[src/rtl/bmo_pkg.sv]
package bmo_pkg;

  localparam int unsigned MAX_WIDTH_DEF  = 1024;
  localparam int unsigned MAX_HEIGHT_DEF = 1024;

  localparam int unsigned PIX_W      = 8;
  localparam int unsigned CFG_IDX_W  = 2;
  localparam int unsigned CFG_DATA_W = 11;

  localparam logic [CFG_IDX_W-1:0] REG_THRESHOLD = 2'd0;
  localparam logic [CFG_IDX_W-1:0] REG_WIDTH     = 2'd1;
  localparam logic [CFG_IDX_W-1:0] REG_HEIGHT    = 2'd2;

  localparam logic [PIX_W-1:0] THRESHOLD_RST = 8'd127;
  localparam int unsigned      WIDTH_RST     = 640;
  localparam int unsigned      HEIGHT_RST    = 480;

  localparam logic [PIX_W-1:0] PIX_FG = 8'd255;
  localparam logic [PIX_W-1:0] PIX_BG = 8'd0;

  localparam logic MODE_PIXEL = 1'b0;

  localparam int unsigned OFIFO_DEPTH = 8;

  // 3x3 window: [column][row], column 0 = left, row 2 = top
  typedef logic [2:0][2:0] win_t;

  typedef struct packed {
    logic top;
    logic bottom;
    logic left;
    logic right;
  } border_t;

  // step of the window pipeline
  typedef struct packed {
    logic    valid;
    logic    emit;
    logic    last;
    border_t eb;
    border_t ob;
  } tick_t;

  typedef struct packed {
    logic [PIX_W-1:0] pixel;
    logic             last;
  } res_t;

  // Minimum (use_and) or maximum over the window, neighbors outside the frame skipped.
  function automatic logic win_reduce(input win_t win, input border_t bd, input logic use_and);
    logic acc;
    logic keep;
    acc = use_and;
    for (int c = 0; c < 3; c++) begin
      for (int r = 0; r < 3; r++) begin
        keep = !((c == 0 && bd.left) || (c == 2 && bd.right) ||
                 (r == 2 && bd.top) || (r == 0 && bd.bottom));
        if (keep) begin
          acc = use_and ? (acc & win[c][r]) : (acc | win[c][r]);
        end
      end
    end
    return acc;
  endfunction

endpackage

[src/rtl/bmo_in_if.sv]
interface bmo_in_if import bmo_pkg::*; ();
  logic             valid;
  logic             ready;
  logic             mode;
  logic [PIX_W-1:0] pixel_in;

  modport source (output valid, output mode, output pixel_in, input ready);
  modport sink (input valid, input mode, input pixel_in, output ready);
endinterface

[src/rtl/bmo_out_if.sv]
interface bmo_out_if import bmo_pkg::*; ();
  logic             valid;
  logic             ready;
  logic [PIX_W-1:0] pixel_out;
  logic             frame_last;

  modport source (output valid, output pixel_out, output frame_last, input ready);
  modport sink (input valid, input pixel_out, input frame_last, output ready);
endinterface

[src/rtl/bmo_ram.sv]
module bmo_ram #(
  parameter int unsigned WIDTH = 2,
  parameter int unsigned DEPTH = 1024,
  localparam int unsigned AW   = $clog2(DEPTH)
) (
  input  logic             clk_i,
  input  logic             we_i,
  input  logic [AW-1:0]    waddr_i,
  input  logic [WIDTH-1:0] wdata_i,
  input  logic [AW-1:0]    raddr_i,
  output logic [WIDTH-1:0] rdata_o
);

  logic [WIDTH-1:0] mem [DEPTH];

  // read returns the old contents on a same-address write
  always_ff @(posedge clk_i) begin
    rdata_o <= mem[raddr_i];
    if (we_i) begin
      mem[waddr_i] <= wdata_i;
    end
  end

endmodule

[src/rtl/bmo_line.sv]
module bmo_line import bmo_pkg::*; #(
  parameter int unsigned MAX_WIDTH = MAX_WIDTH_DEF,
  localparam int unsigned COL_W    = $clog2(MAX_WIDTH)
) (
  input  logic             clk_i,
  input  logic             rst_ni,
  input  logic             valid_i,
  input  logic [COL_W-1:0] col_i,
  input  logic             bit_i,
  output win_t             win_o
);

  logic             v1_q;
  logic [COL_W-1:0] col1_q;
  logic             bit1_q;
  logic             fv_q;
  logic [COL_W-1:0] fa_q;
  logic [1:0]       fd_q;
  win_t             win_q;

  logic [1:0] ram_rd;
  logic [1:0] rows;
  logic [1:0] wdata;

  // entry per column: [0] = row above the new pixel, [1] = two rows above
  bmo_ram #(
    .WIDTH (2),
    .DEPTH (MAX_WIDTH)
  ) u_ram (
    .clk_i   (clk_i),
    .we_i    (v1_q),
    .waddr_i (col1_q),
    .wdata_i (wdata),
    .raddr_i (col_i),
    .rdata_o (ram_rd)
  );

  // a write in the cycle of our read is not in the RAM data yet
  assign rows  = (fv_q && fa_q == col1_q) ? fd_q : ram_rd;
  assign wdata = {rows[0], bit1_q};
  assign win_o = win_q;

  always_ff @(posedge clk_i or negedge rst_ni) begin
    if (!rst_ni) begin
      v1_q <= 1'b0;
      fv_q <= 1'b0;
    end else begin
      v1_q <= valid_i;
      fv_q <= v1_q;
    end
  end

  always_ff @(posedge clk_i) begin
    col1_q <= col_i;
    bit1_q <= bit_i;
    fa_q   <= col1_q;
    fd_q   <= wdata;
    if (v1_q) begin
      win_q[0] <= win_q[1];
      win_q[1] <= win_q[2];
      win_q[2] <= {rows[1], rows[0], bit1_q};
    end
  end

endmodule

[src/rtl/bmo_ofifo.sv]
module bmo_ofifo import bmo_pkg::*; #(
  parameter int unsigned DEPTH = OFIFO_DEPTH,
  localparam int unsigned PTR_W = $clog2(DEPTH),
  localparam int unsigned CNT_W = $clog2(DEPTH + 1)
) (
  input  logic             clk_i,
  input  logic             rst_ni,
  input  logic             push_i,
  input  res_t             data_i,
  output logic [CNT_W-1:0] count_o,
  bmo_out_if.source        out
);

  res_t             mem_q [DEPTH];
  logic [PTR_W-1:0] wr_q, wr_d;
  logic [PTR_W-1:0] rd_q, rd_d;
  logic [CNT_W-1:0] cnt_q, cnt_d;
  logic             pop;

  assign out.valid      = (cnt_q != '0);
  assign out.pixel_out  = mem_q[rd_q].pixel;
  assign out.frame_last = mem_q[rd_q].last;
  assign pop            = out.valid && out.ready;
  assign count_o        = cnt_q;

  always_comb begin
    wr_d  = wr_q;
    rd_d  = rd_q;
    cnt_d = cnt_q;
    if (push_i) begin
      wr_d = (wr_q == PTR_W'(DEPTH - 1)) ? '0 : wr_q + PTR_W'(1);
    end
    if (pop) begin
      rd_d = (rd_q == PTR_W'(DEPTH - 1)) ? '0 : rd_q + PTR_W'(1);
    end
    if (push_i && !pop) begin
      cnt_d = cnt_q + CNT_W'(1);
    end else if (pop && !push_i) begin
      cnt_d = cnt_q - CNT_W'(1);
    end
  end

  always_ff @(posedge clk_i or negedge rst_ni) begin
    if (!rst_ni) begin
      wr_q  <= '0;
      rd_q  <= '0;
      cnt_q <= '0;
    end else begin
      wr_q  <= wr_d;
      rd_q  <= rd_d;
      cnt_q <= cnt_d;
    end
  end

  always_ff @(posedge clk_i) begin
    if (push_i) begin
      mem_q[wr_q] <= data_i;
    end
  end

endmodule

[src/rtl/binary_morph_opening_3x3_top.sv]
// Binary 3x3 opening (erosion, then dilation) of a raster pixel stream. One item per cycle
// is taken while the result side keeps up and the block is not stepping on its own; each
// result passes the erosion and dilation windows and an 8-entry output queue. Pixel k of
// the frame comes out on the item that brings input pixel k + 2*W + 2; after the last
// input pixel, drain items (or pixel items, whose pixel is then dropped) deliver the rest,
// one each. In a frame too short to reach the first result before its input ends, the
// block steps its windows on its own, with ready low, until the first result is due. Two
// simple dual-port column stores, one for the binarized rows and one for the eroded rows,
// set the line width limit MAX_WIDTH. Writing the width or height restarts the frame.
module binary_morph_opening_3x3_top import bmo_pkg::*; #(
  parameter int unsigned MAX_WIDTH  = MAX_WIDTH_DEF,
  parameter int unsigned MAX_HEIGHT = MAX_HEIGHT_DEF
) (
  input  logic                  clk_i,
  input  logic                  rst_ni,
  input  logic                  cfg_we_i,
  input  logic [CFG_IDX_W-1:0]  cfg_idx_i,
  input  logic [CFG_DATA_W-1:0] cfg_data_i,
  bmo_in_if.sink                pix_i,
  bmo_out_if.source             res_o
);

  localparam int unsigned COL_W = $clog2(MAX_WIDTH);
  localparam int unsigned ROW_W = $clog2(MAX_HEIGHT + 4);
  localparam int unsigned W_W   = $clog2(MAX_WIDTH + 1);
  localparam int unsigned H_W   = $clog2(MAX_HEIGHT + 1);
  localparam int unsigned LAG_W = $clog2(2 * MAX_WIDTH + 3);
  localparam int unsigned CNT_W = $clog2(OFIFO_DEPTH + 1);
  localparam int unsigned W_RST = (WIDTH_RST > MAX_WIDTH) ? MAX_WIDTH : WIDTH_RST;
  localparam int unsigned H_RST = (HEIGHT_RST > MAX_HEIGHT) ? MAX_HEIGHT : HEIGHT_RST;

  logic [PIX_W-1:0] thr_q;
  logic [W_W-1:0]   w_q, w_cfg;
  logic [H_W-1:0]   h_q, h_cfg;
  logic             dim_wr;

  logic [ROW_W-1:0] b_row_q, b_row_d, e_row_q, e_row_d, o_row_q, o_row_d;
  logic [COL_W-1:0] b_col_q, b_col_d, e_col_q, e_col_d, o_col_q, o_col_d;
  logic [LAG_W-1:0] lag_q, lag_d;

  logic [COL_W-1:0] w_m1;
  logic [ROW_W-1:0] h_m1;
  logic [LAG_W-1:0] e_start, o_start;
  logic             input_done, e_on, o_on, warm, last;
  logic [2:0]       inflight;
  logic [CNT_W-1:0] fifo_cnt;
  logic             credit_ok, accept, tick, bin;

  tick_t            tk, p1_q, p2_q, p3_q, p4_q;
  logic [COL_W-1:0] ec1_q, ec2_q;
  win_t             bin_win, ero_win;
  logic             eroded, opened;
  res_t             res;

  // configuration, dimensions clamped to 1..MAX
  always_comb begin
    if (cfg_data_i == '0) begin
      w_cfg = W_W'(1);
    end else if (32'(cfg_data_i) > MAX_WIDTH) begin
      w_cfg = W_W'(MAX_WIDTH);
    end else begin
      w_cfg = W_W'(cfg_data_i);
    end
    if (cfg_data_i == '0) begin
      h_cfg = H_W'(1);
    end else if (32'(cfg_data_i) > MAX_HEIGHT) begin
      h_cfg = H_W'(MAX_HEIGHT);
    end else begin
      h_cfg = H_W'(cfg_data_i);
    end
  end

  assign dim_wr = cfg_we_i && (cfg_idx_i == REG_WIDTH || cfg_idx_i == REG_HEIGHT);

  always_ff @(posedge clk_i or negedge rst_ni) begin
    if (!rst_ni) begin
      thr_q <= THRESHOLD_RST;
      w_q   <= W_W'(W_RST);
      h_q   <= H_W'(H_RST);
    end else if (cfg_we_i) begin
      case (cfg_idx_i)
        REG_THRESHOLD: thr_q <= cfg_data_i[PIX_W-1:0];
        REG_WIDTH:     w_q   <= w_cfg;
        REG_HEIGHT:    h_q   <= h_cfg;
        default: ;
      endcase
    end
  end

  // front: positions of the incoming column (b), the erosion center (e) and the result (o)
  assign w_m1       = COL_W'(w_q - W_W'(1));
  assign h_m1       = ROW_W'(h_q) - ROW_W'(1);
  assign e_start    = LAG_W'(w_q) + LAG_W'(1);
  assign o_start    = LAG_W'({w_q, 1'b0}) + LAG_W'(2);
  assign input_done = (b_row_q >= ROW_W'(h_q));
  assign e_on       = (lag_q >= e_start);
  assign o_on       = (lag_q >= o_start);
  assign warm       = input_done && !o_on;
  assign last       = o_on && (o_row_q == h_m1) && (o_col_q == w_m1);

  // room in the queue for every result still in the pipeline
  assign inflight  = 3'(p1_q.valid && p1_q.emit) + 3'(p2_q.valid && p2_q.emit) +
                     3'(p3_q.valid && p3_q.emit) + 3'(p4_q.valid && p4_q.emit);
  assign credit_ok = ((CNT_W + 1)'(fifo_cnt) + (CNT_W + 1)'(inflight)) <
                     (CNT_W + 1)'(OFIFO_DEPTH);

  assign pix_i.ready = credit_ok && !warm;
  assign accept      = pix_i.valid && pix_i.ready;
  assign tick        = (warm && credit_ok) ||
                       (accept && (input_done || pix_i.mode == MODE_PIXEL));
  assign bin         = (pix_i.pixel_in > thr_q);

  always_comb begin
    tk.valid     = tick;
    tk.emit      = o_on;
    tk.last      = last;
    tk.eb.top    = (e_row_q == '0);
    tk.eb.bottom = (e_row_q >= h_m1);
    tk.eb.left   = (e_col_q == '0);
    tk.eb.right  = (e_col_q == w_m1);
    tk.ob.top    = (o_row_q == '0);
    tk.ob.bottom = (o_row_q >= h_m1);
    tk.ob.left   = (o_col_q == '0);
    tk.ob.right  = (o_col_q == w_m1);
  end

  always_comb begin
    b_row_d = b_row_q;
    b_col_d = b_col_q;
    e_row_d = e_row_q;
    e_col_d = e_col_q;
    o_row_d = o_row_q;
    o_col_d = o_col_q;
    lag_d   = lag_q;
    if (dim_wr || (tick && last)) begin
      b_row_d = '0;
      b_col_d = '0;
      e_row_d = '0;
      e_col_d = '0;
      o_row_d = '0;
      o_col_d = '0;
      lag_d   = '0;
    end else if (tick) begin
      if (b_col_q == w_m1) begin
        b_col_d = '0;
        b_row_d = b_row_q + ROW_W'(1);
      end else begin
        b_col_d = b_col_q + COL_W'(1);
      end
      if (e_on) begin
        if (e_col_q == w_m1) begin
          e_col_d = '0;
          e_row_d = e_row_q + ROW_W'(1);
        end else begin
          e_col_d = e_col_q + COL_W'(1);
        end
      end
      if (o_on) begin
        if (o_col_q == w_m1) begin
          o_col_d = '0;
          o_row_d = o_row_q + ROW_W'(1);
        end else begin
          o_col_d = o_col_q + COL_W'(1);
        end
      end else begin
        lag_d = lag_q + LAG_W'(1);
      end
    end
  end

  always_ff @(posedge clk_i or negedge rst_ni) begin
    if (!rst_ni) begin
      b_row_q <= '0;
      b_col_q <= '0;
      e_row_q <= '0;
      e_col_q <= '0;
      o_row_q <= '0;
      o_col_q <= '0;
      lag_q   <= '0;
      p1_q    <= '0;
      p2_q    <= '0;
      p3_q    <= '0;
      p4_q    <= '0;
    end else begin
      b_row_q <= b_row_d;
      b_col_q <= b_col_d;
      e_row_q <= e_row_d;
      e_col_q <= e_col_d;
      o_row_q <= o_row_d;
      o_col_q <= o_col_d;
      lag_q   <= lag_d;
      p1_q    <= tk;
      p2_q    <= p1_q;
      p3_q    <= p2_q;
      p4_q    <= p3_q;
    end
  end

  always_ff @(posedge clk_i) begin
    ec1_q <= e_col_q;
    ec2_q <= ec1_q;
  end

  // binarized rows -> erosion window, in step with p2_q
  bmo_line #(
    .MAX_WIDTH (MAX_WIDTH)
  ) u_bin_line (
    .clk_i   (clk_i),
    .rst_ni  (rst_ni),
    .valid_i (tick),
    .col_i   (b_col_q),
    .bit_i   (bin),
    .win_o   (bin_win)
  );

  assign eroded = win_reduce(bin_win, p2_q.eb, 1'b1);

  // eroded rows -> dilation window
  bmo_line #(
    .MAX_WIDTH (MAX_WIDTH)
  ) u_ero_line (
    .clk_i   (clk_i),
    .rst_ni  (rst_ni),
    .valid_i (p2_q.valid),
    .col_i   (ec2_q),
    .bit_i   (eroded),
    .win_o   (ero_win)
  );

  assign opened    = win_reduce(ero_win, p4_q.ob, 1'b0);
  assign res.pixel = opened ? PIX_FG : PIX_BG;
  assign res.last  = p4_q.last;

  bmo_ofifo #(
    .DEPTH (OFIFO_DEPTH)
  ) u_ofifo (
    .clk_i   (clk_i),
    .rst_ni  (rst_ni),
    .push_i  (p4_q.valid && p4_q.emit),
    .data_i  (res),
    .count_o (fifo_cnt),
    .out     (res_o)
  );

endmodule
[src/flat_wrapper.sv]
// flat-port wrapper written by rule: the top's interface ports become plain ports
module binary_morph_opening_3x3_top_flat import bmo_pkg::*;
#(
  parameter int unsigned MAX_WIDTH  = MAX_WIDTH_DEF,
  parameter int unsigned MAX_HEIGHT = MAX_HEIGHT_DEF
)
  (clk_i, rst_ni, cfg_we_i, cfg_idx_i, cfg_data_i, pix_i_valid, pix_i_mode, pix_i_pixel_in, pix_i_ready, res_o_valid, res_o_pixel_out, res_o_frame_last, res_o_ready);
  bmo_in_if pix_i_i ();
  bmo_out_if res_o_i ();
  input  logic clk_i;
  input  logic rst_ni;
  input  logic cfg_we_i;
  input  logic [CFG_IDX_W-1:0] cfg_idx_i;
  input  logic [CFG_DATA_W-1:0] cfg_data_i;
  input wire logic [$bits(pix_i_i.valid)-1:0] pix_i_valid;
  input wire logic [$bits(pix_i_i.mode)-1:0] pix_i_mode;
  input wire logic [$bits(pix_i_i.pixel_in)-1:0] pix_i_pixel_in;
  output wire logic [$bits(pix_i_i.ready)-1:0] pix_i_ready;
  output wire logic [$bits(res_o_i.valid)-1:0] res_o_valid;
  output wire logic [$bits(res_o_i.pixel_out)-1:0] res_o_pixel_out;
  output wire logic [$bits(res_o_i.frame_last)-1:0] res_o_frame_last;
  input wire logic [$bits(res_o_i.ready)-1:0] res_o_ready;
  assign pix_i_i.valid = pix_i_valid;
  assign pix_i_i.mode = pix_i_mode;
  assign pix_i_i.pixel_in = pix_i_pixel_in;
  assign pix_i_ready = pix_i_i.ready;
  assign res_o_valid = res_o_i.valid;
  assign res_o_pixel_out = res_o_i.pixel_out;
  assign res_o_frame_last = res_o_i.frame_last;
  assign res_o_i.ready = res_o_ready;
  binary_morph_opening_3x3_top #(.MAX_WIDTH(MAX_WIDTH), .MAX_HEIGHT(MAX_HEIGHT)) u_core (.clk_i(clk_i), .rst_ni(rst_ni), .cfg_we_i(cfg_we_i), .cfg_idx_i(cfg_idx_i), .cfg_data_i(cfg_data_i), .pix_i(pix_i_i), .res_o(res_o_i));
endmodule
[config.mk]
export PLATFORM = sky130hd
export DESIGN_NAME = binary_morph_opening_3x3_top_flat
export DESIGN_NICKNAME = d
export VERILOG_FILES = /design/src/rtl/bmo_pkg.sv /design/src/rtl/bmo_in_if.sv /design/src/rtl/bmo_out_if.sv /design/src/rtl/bmo_ram.sv /design/src/rtl/bmo_line.sv /design/src/rtl/bmo_ofifo.sv /design/src/rtl/binary_morph_opening_3x3_top.sv /design/src/flat_wrapper.sv
export SDC_FILE = /design/constraint.sdc
export NUM_CORES = 2
export LEC_CHECK = 0
export CORE_ASPECT_RATIO = 0.6
export CORE_MARGIN = 8
export CORE_UTILIZATION = 37
export CTS_CLUSTER_SIZE = 28
export DETAILED_ROUTE_END_ITERATION = 12
export DONT_BUFFER_PORTS = 1
export GPL_TIMING_DRIVEN = 0
export PLACE_DENSITY = 0.54
export SLEW_MARGIN = 20
export SYNTH_ARGS = -nofsm -noshare
export SYNTH_HDL_FRONTEND = slang
export SYNTH_MEMORY_MAX_BITS = 65536
export SYNTH_SLANG_ARGS = --single-unit
[constraint.sdc]
create_clock -name clk_i -period 21.3 [get_ports clk_i]
set_clock_uncertainty 0.15 [all_clocks]
set_input_delay 3.195 -clock clk_i [delete_from_list [all_inputs] [get_ports clk_i]]
set_output_delay 3.195 -clock clk_i [all_outputs]
set_load 0.05 [all_outputs]
* Word-level counts from Yosys, hierarchy flattened
Memories as Yosys holds them, arrays and structs flattened. A register that Yosys moved wholly into a read port is not among the register bits.
Index checks and enable logic that the tools add are counted.
** Word-level totals
- Memory bits (writable) :: 4168
- Memories kept :: 3
- Output and inout port bits :: 11
- Word-level logic and storage cells :: 236
- Bits of input ports :: 27
- Register bits :: 235
** Memory list
- u_core.u_bin_line.u_ram.mem :: words 1024, width 2, rd ports 1, clocked after memory_dff 1, write ports 1, RTL line bmo_ram.sv:14 : logic [WIDTH-1:0] mem [DEPTH];
- u_core.u_ero_line.u_ram.mem :: words 1024, width 2, rd ports 1, clocked after memory_dff 1, write ports 1, RTL line bmo_ram.sv:14
- u_core.u_ofifo.mem_q :: words 8, width 9, rd ports 1, clocked after memory_dff 0, write ports 1, RTL line bmo_ofifo.sv:14 : res_t mem_q [DEPTH];
** Cells by class
- Multiplexer cells :: 56
- Equal/unequal tests :: 11
- Reduce and logical (&&, ||, !) cells :: 57
- Bitwise operators :: 17
- Magnitude comparators :: 8
- Add/sub/neg operators :: 19
** Operator list (number)
- $mux 11 :: 13
- $mux 10 :: 11
- $eq 10x10->1 :: 5
- $mux 12 :: 3
- $add 11x1->11 const B :: 3
- $ge 11x11->1 :: 3
- $logic_not 11->1 :: 3
- $add 10x1->10 const B :: 3
- $ge 12x12->1 :: 2
- $mux 1 :: 22
- $logic_not 10->1 :: 2
- $logic_and 1x1->1 :: 18
- $reduce_and 2->1 :: 7
- $reduce_bool 2->1 :: 7
- $add 11x1->12 const B :: 1
- $add 12x1->12 const B :: 1
- $add 12x2->12 const B :: 1
- $logic_or 1x1->1 :: 12
- $eq 11x11->1 :: 1
- $gt 11x11->1 const B :: 1
- $sub 11x1->11 const B :: 1
- $sub 10x1->10 const B :: 1
- $and 1x1->1 :: 8
- $gt 8x8->1 :: 1
- 21 further kinds :: 38

* Logic depth before layout (Yosys ltp)
- Depth in word-level cells :: 18
- Mapped depth :: 17
- Gate-level depth less buffers :: 15

* Cells and area by module
A second synthesis with hierarchy kept.
** Second synthesis, totals
- Cells, all modules :: 10886
- Area total of the unflattened synthesis :: 182613.9 um^2
** By module, submodules not included
- bmo_ram :: cells an instance 4793, times used 2, area an instance 83757.8 um^2, sequential area each 61539.0 um^2
- binary_morph_opening_3x3_top :: cells an instance 1035, times used 1, area an instance 9850.7 um^2, sequential area each 3945.0 um^2
- bmo_ofifo :: cells an instance 165, times used 1, area an instance 3410.8 um^2, sequential area each 2412.3 um^2
- bmo_line :: cells an instance 50, times used 2, area an instance 918.4 um^2, sequential area each 780.7 um^2

* Worst setup path before layout
No wires, ideal clock.
- Path type :: register to register
- Start point :: reg u_core.u_bin_line.bit1_q
- End point :: mem u_core.u_bin_line.u_ram.mem[0][0] (data pin)
- Cell stages (with the launch flop) :: 1
- Data arrival time :: 12755 ps
- Path slack :: 5578 ps
- Setup time :: 2817 ps
- Period minus slack after synthesis :: 15722 ps
- Path buffers :: 0
- Required time :: 18333 ps
- Cell sequence :: dfxtp_1
** RTL lines
- start, declared :: RTL line bmo_line.sv:15 : logic bit1_q;
- start signal, assigned :: RTL line bmo_line.sv:55 : bit1_q <= bit_i;
- end, declared :: RTL line bmo_ram.sv:14
Straight into the memory's write port.

* Worst setup path in the final report
- Start point :: reg u_core.p3_q[10] (netlist bit)
- End point :: out pix_i_ready
** Between the ends
- Word-level cells in the longest chain between the ends :: 6
** Ends and longest elaborated chain
- start, declared :: RTL line binary_morph_opening_3x3_top.sv:49 : tick_t tk, p1_q, p2_q, p3_q, p4_q;
- start signal, assigned :: RTL line binary_morph_opening_3x3_top.sv:194 : p3_q <= p2_q;
- $logic_and 1x1->1 :: RTL line binary_morph_opening_3x3_top.sv:103 : 3'(p3_q.valid && p3_q.emit) + 3'(p4_q.valid && p4_q.emit);
- $add 3x1->3 :: RTL line binary_morph_opening_3x3_top.sv:102 : assign inflight = 3'(p1_q.valid && p1_q.emit) + 3'(p2_q.valid && p2_q.emit) +
- $add 3x1->3 :: RTL line binary_morph_opening_3x3_top.sv:103
- $add 4x3->5 :: RTL line binary_morph_opening_3x3_top.sv:104 : assign credit_ok = ((CNT_W + 1)'(fifo_cnt) + (CNT_W + 1)'(inflight)) <
- $lt 5x4->1 :: RTL line binary_morph_opening_3x3_top.sv:104
- $logic_and 1x1->1 :: RTL line binary_morph_opening_3x3_top.sv:107 : assign pix_i.ready = credit_ok && !warm;
- end, declared :: RTL line flat_wrapper.sv:18 : output wire logic [$bits(pix_i_i.ready)-1:0] pix_i_ready;
Every way passes these cells.

==> metrics.md <==
| Metric | Value |
|---|---|
| Status | finished clean |
| GRT Overall Usage | 0.262 |
| Library cells used by synthesis | 92 |
| Clk root buf | clkbuf_16 |
| Die span in y | 553 um |
| Layout cells sized above 1 | 0.259 |
| Crit path time final | just over 9000 ps |
| CP cell instances | clkbuf_1 -> buf_1 -> and2_1 -> fa_1 -> ha_1 -> ha_1 -> a31o_2 -> a211o_1 -> nor2_1 |
| Worst path max stage delay | 920 ps |
| Final worst slack | 11950 ps |
| Port-buffer cells | 0 |
| Largest net degree at the start of global routing | 152 |
| #FFs+latches synth | 4351 |
| Hold path cells | 0 |
| CTS resizes | 0 |
| Ports | 38 |
| # setup viols final | 0 |
| Post-synth top flop | edfxtp_1 |
| Net Sw Frac | 0.350 |
| Wire length on met3 | 133000 um |
| Netlist Area Pre-Place | 0.178 mm2 |
| WHS | 172 ps |
| Via count | 107000 |
| Met2 wire length | 250000 um |
| Pre-CTS WS | 13100 ps |
| Async SR Flop Fraction | 0.0347 |
| Placer Congestion | 0.938 |
| Number of setup buffers added after CTS | 0 |
| Initial antenna violation count | 72 |
| Final period util | 0.439 |
| P&R area growth vs syn | 16.0% |
| NumNets Final | 10500 |
| Top routing layer used | met5 |
| Post-CTS Hold Buffers | 0 |
| Most common cell after layout, fill and taps aside | edfxtp_1 |
| Initial Util | 0.371 |
| Yosys warning count | 0 |
| Clock transition at path regs | 60 ps |
| Layout Utilization | 0.431 |
| Commonest non-fill, non-tap cells in the layout | edfxtp_1 (4130), nor2_1 (2136), mux4_2 (1339) |
| Leakage | roughly 63 nW |
| Pins Over Slew Limit | 0 |
| Initial drt markers | 21400 |
| Critical path peak fanout | 11 |
| Post-synth EDFFs | just over 4000 |
| CP Capture Type | output pin |
| Post-Syn Instances | 9699 |
| Final non-filler cell total | roughly 17000 |
| Pwr/cell area | 132 mW/mm2 |
| Startpoint Class | register |
| Post-DP HPWL | 485000 um |
| Peak VDD IR | between 0.1 and 0.15 mV |
| Synth Net Count | 9806 |
| Syn_area_per_cell | 18.3 um2 |
| First-pass GRT wire length | 904000 um |
| Int Power | about 18 mW |
| Dpl cells | 16300 |
| Vias per std cell | 6.27 |
| Worst hold path type | reg2reg |
| CP required | 17960 ps |
| Clock share of power | 0.279 |
| DRC | 0 |
| Die ar. | 0.504 mm2 |
| Depth of the CTS H-tree | 5 |
| Clk sinks | 4351 |
| Maxcap violations | 0 |
| Std cell rows | 197 |
| Sequential fraction of design power | 0.384 |
| Clk buf depth | 4 |
| Least-Margin Pin Slew | 1400 ps |
| Average wire per standard cell | 39.9 um |
| Fin. Hold Viols | 0 |
| Total length of routed wires | between 600000 and 700000 um |
| Comb pwr share | 0.337 |
| Drt first pass iters | 6 |
| Worst EP arrival | roughly 6000 ps |
| Clock Latency Late Sink | 1030 ps |
| Die Wd | 911 um |
| Post-route ant nets | 0 |
| Vias in the first global route | 101000 |
| Slowest CP cell | buf_1 |
| RSZ-0062 raised after global routing | no |
| Grt total ovfl | 0 |
| Setup_tns | 0 ps |
| Psw | about 9.5 mW |
| DRT met1 WL | 280000 um |
| Worst rel slew slack | 0.0608 |
| Most used cell along the critical path | ha_1 |
| Core Area | 0.479 mm2 |
| CTS tree | done |
| Worst reg2reg path depth | 14 |
| Fmax | 0.107 GHz |
| CTS Buf Count | 423 |
| Post-synthesis sequential area ratio | 0.726 |
| Kind of critical path | reg2out |
-- layer usage --
layer  vias to the layer above  GRT usage
met5                         -    0.00641
met4                        24     0.0645
met3                      1107      0.152
met2                      9485      0.317
met1                     57100      0.392
li1                      39600          -
-- final cells by class --
cell class | instances | area, um2
inverter | 61 | 229
buffer | 765 | 3560
clock inverter | 241 | 2250
multi-input combinational | 4522 | 45600
antenna | 27 | 67.6
clock buffer | 532 | 11300
fill | 41300 | 273000
tap | 6368 | 7970
timing repair buffer | 269 | 6250
sequential | 4351 | 129000
-- logic make-up after synthesis --
| kind of cell | count (synthesis) | synth area share |
|---|---|---|
| flip-flops | 4351 | 0.726 |
| AND/OR/NAND/NOR | 2696 | 0.0618 |
| multiplexers | 1370 | 0.171 |
| buffers and inverters | 826 | 0.0185 |
| AO/OA/AOI/OAI | 265 | 0.0102 |
| XOR/XNOR | 111 | 0.00632 |
| adder cells (fa/ha/maj) | 80 | 0.00571 |
-- critical path: cells and delay by family, from the launching register on --
family / cells / cell delay (ps)
AOI/OAI and AO/OA: 2 / 650
adders and majority gates: 3 / 710
buffers and inverters: 2 / 1790
DFF: 1 / 610
and+or+nand+nor: 2 / 1240
-- metrics by stage --
stage	area [um2]	power (mW)
3_5_place_dp	193000	19.3
6_report	206000	27.2
3_3_place_gp	186000	19.7
2_1_floorplan	178000	15.2
5_1_grt	206000	27.5
4_1_cts	206000	26.8
-- power groups by stage --
stage	combinational (mW)	clock, mW	sequential, mW
after global routing	9.17	7.92	10.4
after detailed placement	8.74	0	10.6
after CTS	8.76	7.60	10.4
final	9.14	7.59	10.4
after global placement	7.78	0	11.9
after floorplan	3.97	0	11.2
-- sequential cells by signal (all words and copies together) (netlist names), 11 cells and up --
signal                       flops
u_core.p2_q                     11
u_core.u_ofifo.mem_q            16
u_core.e_row_q                  11
u_core.w_q                      11
u_core.o_row_q                  11
u_core.b_row_q                  11
u_core.u_ero_line.u_ram.mem   2048
u_core.p1_q                     11
u_core.h_q                      11
u_core.u_bin_line.u_ram.mem   2048
u_core.lag_q                    12
-- synthesized netlist by cell type, drive strengths merged, types with 20 or more instances --
cell    count  area share
buf       258      0.0066
nand3      81      0.0023
inv        61      0.0013
nand2b     30      0.0011
a22oi      25      0.0011
nand4      31      0.0013
a21oi      39      0.0011
mux4     1339        0.17
and3       20     0.00070
o21ai      79      0.0022
nand2     227      0.0048
xnor2      63      0.0032
edfxtp   4130        0.70
dfrtp     138       0.019
ha         78      0.0055
xor2       38      0.0019
nor3       29     0.00087
clkbuf    507       0.011
nor2b      20     0.00070
nor2     2143       0.045
dfxtp      70      0.0079
and2       21     0.00075
mux2       21      0.0013
-- worst paths after layout --
kind,start,endpoint,slack (ps)
min in group asynchronous,rst_ni,u_core.u_ofifo.rd_q[2],1740
worst min-delay path,u_core.ec1_q[4],u_core.ec2_q[4],170
worst min register to register,u_core.ec1_q[4],u_core.ec2_q[4],170
worst max-delay path,u_core.p3_q[10],pix_i_ready,11950
max in group asynchronous,rst_ni,u_core.b_col_q[7],18950
worst max register to register,u_core.b_col_q[1],u_core.u_bin_line.u_ram.rdata_o[1],14040
(Power assumes the default switching activity.)
